<file path="config.mk">
export PLATFORM = sky130hd
export DESIGN_NAME = hfc_front
export DESIGN_NICKNAME = d
export VERILOG_FILES = /design/src/hw/rtl/hfc_pkg.sv /design/src/hw/rtl/hfc_front.sv
export SDC_FILE = /design/constraint.sdc
export NUM_CORES = 1
export LEC_CHECK = 0
export BUFFER_PORTS_ARGS = -buffer_cell sky130_fd_sc_hd__buf_2
export CORE_MARGIN = 8
export CORE_UTILIZATION = 55
export CTS_CLUSTER_SIZE = 16
export DETAILED_ROUTE_END_ITERATION = 6
export PLACE_DENSITY = 0.76
export SYNTH_ARGS = -nofsm -noshare
export SYNTH_HDL_FRONTEND = slang
export SYNTH_SLANG_ARGS = --single-unit
export TNS_END_PERCENT = 50
</file>
<file path="constraint.sdc">
create_clock -name aclk -period 12.9 [get_ports aclk]
set_input_delay 3.87 -clock aclk [delete_from_list [all_inputs] [get_ports aclk]]
set_output_delay 3.87 -clock aclk [all_outputs]
set_load 0.02 [all_outputs]
</file>
<file path="src/hw/rtl/hfc_pkg.sv">
`default_nettype none
package hfc_pkg;

    localparam int MAX_FRAME_LEN = 1024;
    localparam int MIN_FRAME_LEN = 9;
    localparam int QUEUE_DEPTH   = 4;
    localparam int QPTR_W        = $clog2(QUEUE_DEPTH);

    localparam logic [10:0] COUNT_MAX = 11'h7FF;

    localparam logic [7:0] CH_AT    = 8'h40;
    localparam logic [7:0] CH_CR    = 8'h0D;
    localparam logic [7:0] CH_STAR  = 8'h2A;
    localparam logic [7:0] CH_ZERO  = 8'h30;
    localparam logic [7:0] CH_NINE  = 8'h39;
    localparam logic [7:0] CH_UA    = 8'h41;
    localparam logic [7:0] CH_UF    = 8'h46;
    localparam logic [7:0] CH_LA    = 8'h61;
    localparam logic [7:0] CH_LF    = 8'h66;

    typedef enum logic [2:0] {
        ST_OK           = 3'd0,
        ST_SHORT        = 3'd1,
        ST_BAD_FRAME    = 3'd2,
        ST_BAD_NODE     = 3'd3,
        ST_FCS_NOT_HEX  = 3'd4,
        ST_FCS_MISMATCH = 3'd5,
        ST_TOO_LONG     = 3'd6
    } status_t;

    // one queue entry per request that yields results
    typedef struct packed {
        logic        text_valid;
        logic [7:0]  text;
        logic        fin;
        logic [6:0]  node;
        logic [7:0]  hdr_first;
        logic [7:0]  hdr_second;
        logic [9:0]  text_count;
        status_t     status;
    } hfc_entry_t;

    function automatic logic is_digit(input logic [7:0] c);
        return (c inside {[CH_ZERO:CH_NINE]});
    endfunction

    // bit 4 set: not a hex character
    function automatic logic [4:0] hex_nibble(input logic [7:0] c);
        logic [4:0] r;
        r = 5'h10;
        if (c inside {[CH_ZERO:CH_NINE]}) begin
            r = {1'b0, c[3:0]};
        end else if ((c inside {[CH_UA:CH_UF]}) || (c inside {[CH_LA:CH_LF]})) begin
            r = {1'b0, c[3:0] + 4'd9};
        end
        return r;
    endfunction

endpackage
`default_nettype wire

</file>
<file path="src/hw/rtl/hfc_front.sv">
`default_nettype none
module hfc_front import hfc_pkg::*; (
    input  wire logic       aclk,
    input  wire logic       aresetn,
    input  wire logic       in_valid,
    input  wire logic [7:0] in_data,
    input  wire logic       in_final,
    input  wire logic       q_full,
    output logic            in_ready,
    output logic            push,
    output hfc_entry_t      push_entry
);

    logic [10:0] count_reg,   count_next;
    logic [7:0]  tail_reg [4];
    logic [7:0]  tail_next [4];
    logic [7:0]  xor_reg,     xor_next;
    logic        start_reg,   start_next;
    logic        node_ok_reg, node_ok_next;
    logic [6:0]  node_reg,    node_next;
    logic [7:0]  hdr0_reg,    hdr0_next;
    logic [7:0]  hdr1_reg,    hdr1_next;

    logic        accept;
    logic        text_v;
    logic        ok2;
    logic [4:0]  hi_n;
    logic [4:0]  lo_n;
    logic [10:0] tl_full;
    status_t     st;

    assign in_ready = !q_full;
    assign accept   = in_valid && in_ready;

    always_comb begin
        count_next   = count_reg;
        tail_next    = tail_reg;
        xor_next     = xor_reg;
        start_next   = start_reg;
        node_ok_next = node_ok_reg;
        node_next    = node_reg;
        hdr0_next    = hdr0_reg;
        hdr1_next    = hdr1_reg;
        ok2          = node_ok_reg && is_digit(in_data);

        if (count_reg == 11'd0) begin
            start_next = (in_data == CH_AT);
        end
        if (count_reg == 11'd1) begin
            node_ok_next = is_digit(in_data);
            node_next    = is_digit(in_data) ? 7'(in_data[3:0]) * 7'd10 : 7'd0;
        end
        if (count_reg == 11'd2) begin
            node_ok_next = ok2;
            if (ok2) begin
                node_next = node_reg + 7'(in_data[3:0]);
            end
        end
        if (count_reg == 11'd3) begin
            hdr0_next = in_data;
        end
        if (count_reg == 11'd4) begin
            hdr1_next = in_data;
        end
        if (count_reg >= 11'd4) begin
            xor_next = xor_reg ^ tail_reg[3];
        end

        text_v = (count_reg >= 11'(MIN_FRAME_LEN));

        // status, valid only on the final byte
        hi_n    = hex_nibble(tail_reg[2]);
        lo_n    = hex_nibble(tail_reg[1]);
        tl_full = count_reg - 11'(MIN_FRAME_LEN - 1);
        if (count_reg < 11'(MIN_FRAME_LEN - 1)) begin
            st = ST_SHORT;
        end else if (count_reg == COUNT_MAX
                     || {21'd0, count_reg} >= 32'(MAX_FRAME_LEN)) begin
            st = ST_TOO_LONG;
        end else if (!start_reg || tail_reg[0] != CH_STAR || in_data != CH_CR) begin
            st = ST_BAD_FRAME;
        end else if (!node_ok_reg) begin
            st = ST_BAD_NODE;
        end else if (hi_n[4] || lo_n[4]) begin
            st = ST_FCS_NOT_HEX;
        end else if ({hi_n[3:0], lo_n[3:0]} != xor_next) begin
            st = ST_FCS_MISMATCH;
        end else begin
            st = ST_OK;
        end

        push_entry.text_valid = text_v;
        push_entry.text       = tail_reg[3];
        push_entry.fin        = in_final;
        push_entry.status     = st;
        if (st == ST_OK) begin
            push_entry.node       = node_reg;
            push_entry.hdr_first  = hdr0_reg;
            push_entry.hdr_second = hdr1_reg;
            push_entry.text_count = (tl_full > 11'd1023) ? 10'd1023 : tl_full[9:0];
        end else begin
            push_entry.node       = 7'd0;
            push_entry.hdr_first  = 8'd0;
            push_entry.hdr_second = 8'd0;
            push_entry.text_count = 10'd0;
        end

        if (!in_final) begin
            tail_next[3] = tail_reg[2];
            tail_next[2] = tail_reg[1];
            tail_next[1] = tail_reg[0];
            tail_next[0] = in_data;
            if (count_reg < COUNT_MAX) begin
                count_next = count_reg + 11'd1;
            end
        end else begin
            count_next   = 11'd0;
            tail_next    = '{default: 8'd0};
            xor_next     = 8'd0;
            start_next   = 1'b0;
            node_ok_next = 1'b0;
            node_next    = 7'd0;
            hdr0_next    = 8'd0;
            hdr1_next    = 8'd0;
        end
    end

    assign push = accept && (text_v || in_final);

    always_ff @(posedge aclk) begin
        if (!aresetn) begin
            count_reg   <= 11'd0;
            tail_reg    <= '{default: 8'd0};
            xor_reg     <= 8'd0;
            start_reg   <= 1'b0;
            node_ok_reg <= 1'b0;
            node_reg    <= 7'd0;
            hdr0_reg    <= 8'd0;
            hdr1_reg    <= 8'd0;
        end else if (accept) begin
            count_reg   <= count_next;
            tail_reg    <= tail_next;
            xor_reg     <= xor_next;
            start_reg   <= start_next;
            node_ok_reg <= node_ok_next;
            node_reg    <= node_next;
            hdr0_reg    <= hdr0_next;
            hdr1_reg    <= hdr1_next;
        end
    end

endmodule
`default_nettype wire

</file>
==> reports/results.ini <==
[floorplan]
coreArea_um2=9110
dieArea_um2=12600
die_h_um=112
fp-row-count=35
initial_core_util=0.557
die_x_um=112
ioPinCount=61

[drt]
vias=4454
drc=0
detail-route-antenna-nets=0
wl_per_cell_um=16.6
routed_wl_mm=12.7
vias_per_cell=5.81
dr.first_iter.drc_count=316
first_pass_iters=5

[yosys]
yosysSeqAreaShare=0.300
syn_inst=623
synthSimpleGateAreaFrac=0.294
synth_top_flop_cell=dfxtp_1
synth_cell_types=71
yosys_warnings=0
synthesis.nets=659
synthAdderAreaFrac=0.0596
ys_ff_latch=76
synth.area.mux_share=0.0335
synthXorXnorAreaFrac=0.0547
synth_area_um2=5080
synthArstFlopShare=0
synth_top_family_by_area=simple AND/OR/NAND/NOR gates
synth_compound_area_frac=0.198
syn_area_per_cell_um2=8.15
synth_edf_count=0

[clock_network]
clock_latency_ps=350
cts-root-buf=clkbuf_8
cts_buffer_depth=2
cts.sinks=76
cts_buffers=9
clk_pin_slew_ps=80
htree_num_levels=3
cts.repair.resized=0
cts_tree=done
cts_hold_buf=0
cts_setup_buffers=0

[place]
post-dp-hpwl_mm=8.64
port-buffer-count=60
place.gp.congestion=0.876
placed_area_um2=5310

[power_and_ir_drop]
p_clk_frac=0.434
p_int_mw=0.364
power.switching_mw=0.119
combinationalPowerShare=0.073
switching_share=0.245
cellPowerDensity_nw_per_um2=87.3
ir_worst_vdd_uv=56.6
cellLeakagePower_nw=2.12
p_seq_frac=0.494

[timing]
clock_skew_ps=9.00
fmax_mhz=94.4
fin_crit_ps=10600
rsz0062_at_grt=false
finalHoldViolations=0
fin_crit_sh=0.821
slew_violations=0
finalSetupTns_ps=0
max_slew_margin=0.341
finalSetupViolCount=0
tightest_slew_ps=985

[flow_run]
max-cap-violations=0

[final_layout]
layout_commonest_cell=nand2_1
fin_area_um2=5530
nFillCells=858
largest_reg_flops=24
drive_gt1_frac=0.144
multiInputGateArea_um2=3250
fin_nets=686
seq_area_um2=1520
diodes=0
mostFrequentLayoutCells=nand2_1 (80), dfxtp_1 (76), buf_2 (60)
area_growth_pct=8.97

[grt]
grt_max_degree=69
grtUsageTotal=0.203
grt_pass1_vias=4278
grt_pass1_wl_mm=21.3
overflow=0
antenna_found_initial=0

[worst_setup_path]
critPathMaxFanout=31
endpoint_kind=output port
crit_path_start_kind=input pin
critPathRequiredTime_ps=9030
critPathKind=input pin to output port
worstPathArrival_ps=6730

[outcome]
status=completed

[hold_path]
hold_class=flop to flop

## layout make-up
| class | count | area share |
|---|---|---|
| flip-flops and latches | 76 | 0.275 |
| inverters | 16 | 0.0109 |
| repair buffers | 65 | 0.0611 |
| clock buffers | 11 | 0.0256 |
| well taps | 111 | 0.0251 |
| clock inverters | 5 | 0.0152 |
| multi-input cells | 482 | 0.587 |
## synthesized netlist by cell type (4+ instances only)
master    instances  area share
buf_4            12       0.018
nor4b_1           4      0.0069
a21o_1            4      0.0059
a21boi_0         46       0.068
nand3b_1         20       0.030
and2_1           31       0.038
nor2_1           29       0.021
xnor2_1          16       0.028
clkbuf_1         31       0.023
inv_1            16       0.012
nand4_1           4      0.0049
a31oi_1           5      0.0062
a21boi_1          5      0.0074
xor2_1            8       0.014
ha_1             21       0.052
buf_2             4      0.0039
a21oi_1          23       0.023
nand3_1          11       0.011
mux2i_1          17       0.034
dfxtp_1          76        0.30
nor2b_1          32       0.039
o21ai_0          30       0.030
nand2b_1          5      0.0062
or3_1            14       0.017
nor3_1            7      0.0069
nand2_1          80       0.059
o211ai_1          4      0.0059
## per-stage QoR
step | power, mW | util | std cells | worst slack (ps) | hold slack, ps
after floorplan | 0.267 | - | 623 | 3130 | 450
after global placement | 0.278 | 0.583 | 750 | 2490 | 463
after detailed placement | 0.279 | 0.583 | 750 | 2360 | 479
after CTS | 0.487 | 0.607 | 766 | 2340 | 491
after global routing | 0.499 | 0.607 | 766 | 2020 | 521
final | 0.483 | 0.607 | 766 | 2300 | 486
## final timing paths
kind | cells past startpoint | start | slack [ps] | to
setup reg to reg | 7 | count_reg[10]$_SDFFE_PN0P_ | 9760 | node_reg[1]$_SDFFE_PN0P_
setup / recovery | 10 | in_data[1] | 2300 | push_entry[4]
hold reg to reg | 2 | push_entry[38]$_SDFFE_PN0P_ | 490 | push_entry[38]$_SDFFE_PN0P_
hold / removal | 2 | push_entry[38]$_SDFFE_PN0P_ | 490 | push_entry[38]$_SDFFE_PN0P_
## worst max-delay path, stage by stage
cell      delay [ps]
buf_2            150
or4_1            540
nor2_1           120
nand4b_1         100
nor3_1           330
nor2b_1          240
nand3_1          190
nor3_4           730
a21boi_2         270
buf_2            180
## kinds of logic (layout without fill, tap and decap cells)
family,count (synthesis),count (layout)
and+or+nand+nor,267,267
AOI/OAI and AO/OA,148,148
xor gates and xnor gates,27,27
buffers and inverters,65,97
adders and majority gates,23,23
muxes,17,17
DFF,76,76
## layer usage
metal	up-vias	global-route usage	routed length, µm
li1	2206	-	-
met1	2106	0.270	5940
met2	131	0.322	5910
met3	11	0.0472	775
met4	0	0.0567	105
met5	-	0	0
## power groups by stage
stage / Sequential [mW] / Combinational (mW) / Clock, mW
after floorplan: 0.243 / 0.0238 / 0
after global placement: 0.244 / 0.0341 / 0
after detailed placement: 0.244 / 0.0347 / 0
after CTS: 0.238 / 0.0349 / 0.214
after global routing: 0.239 / 0.0386 / 0.222
final: 0.238 / 0.0351 / 0.209
(Power assumes the default switching activity.)
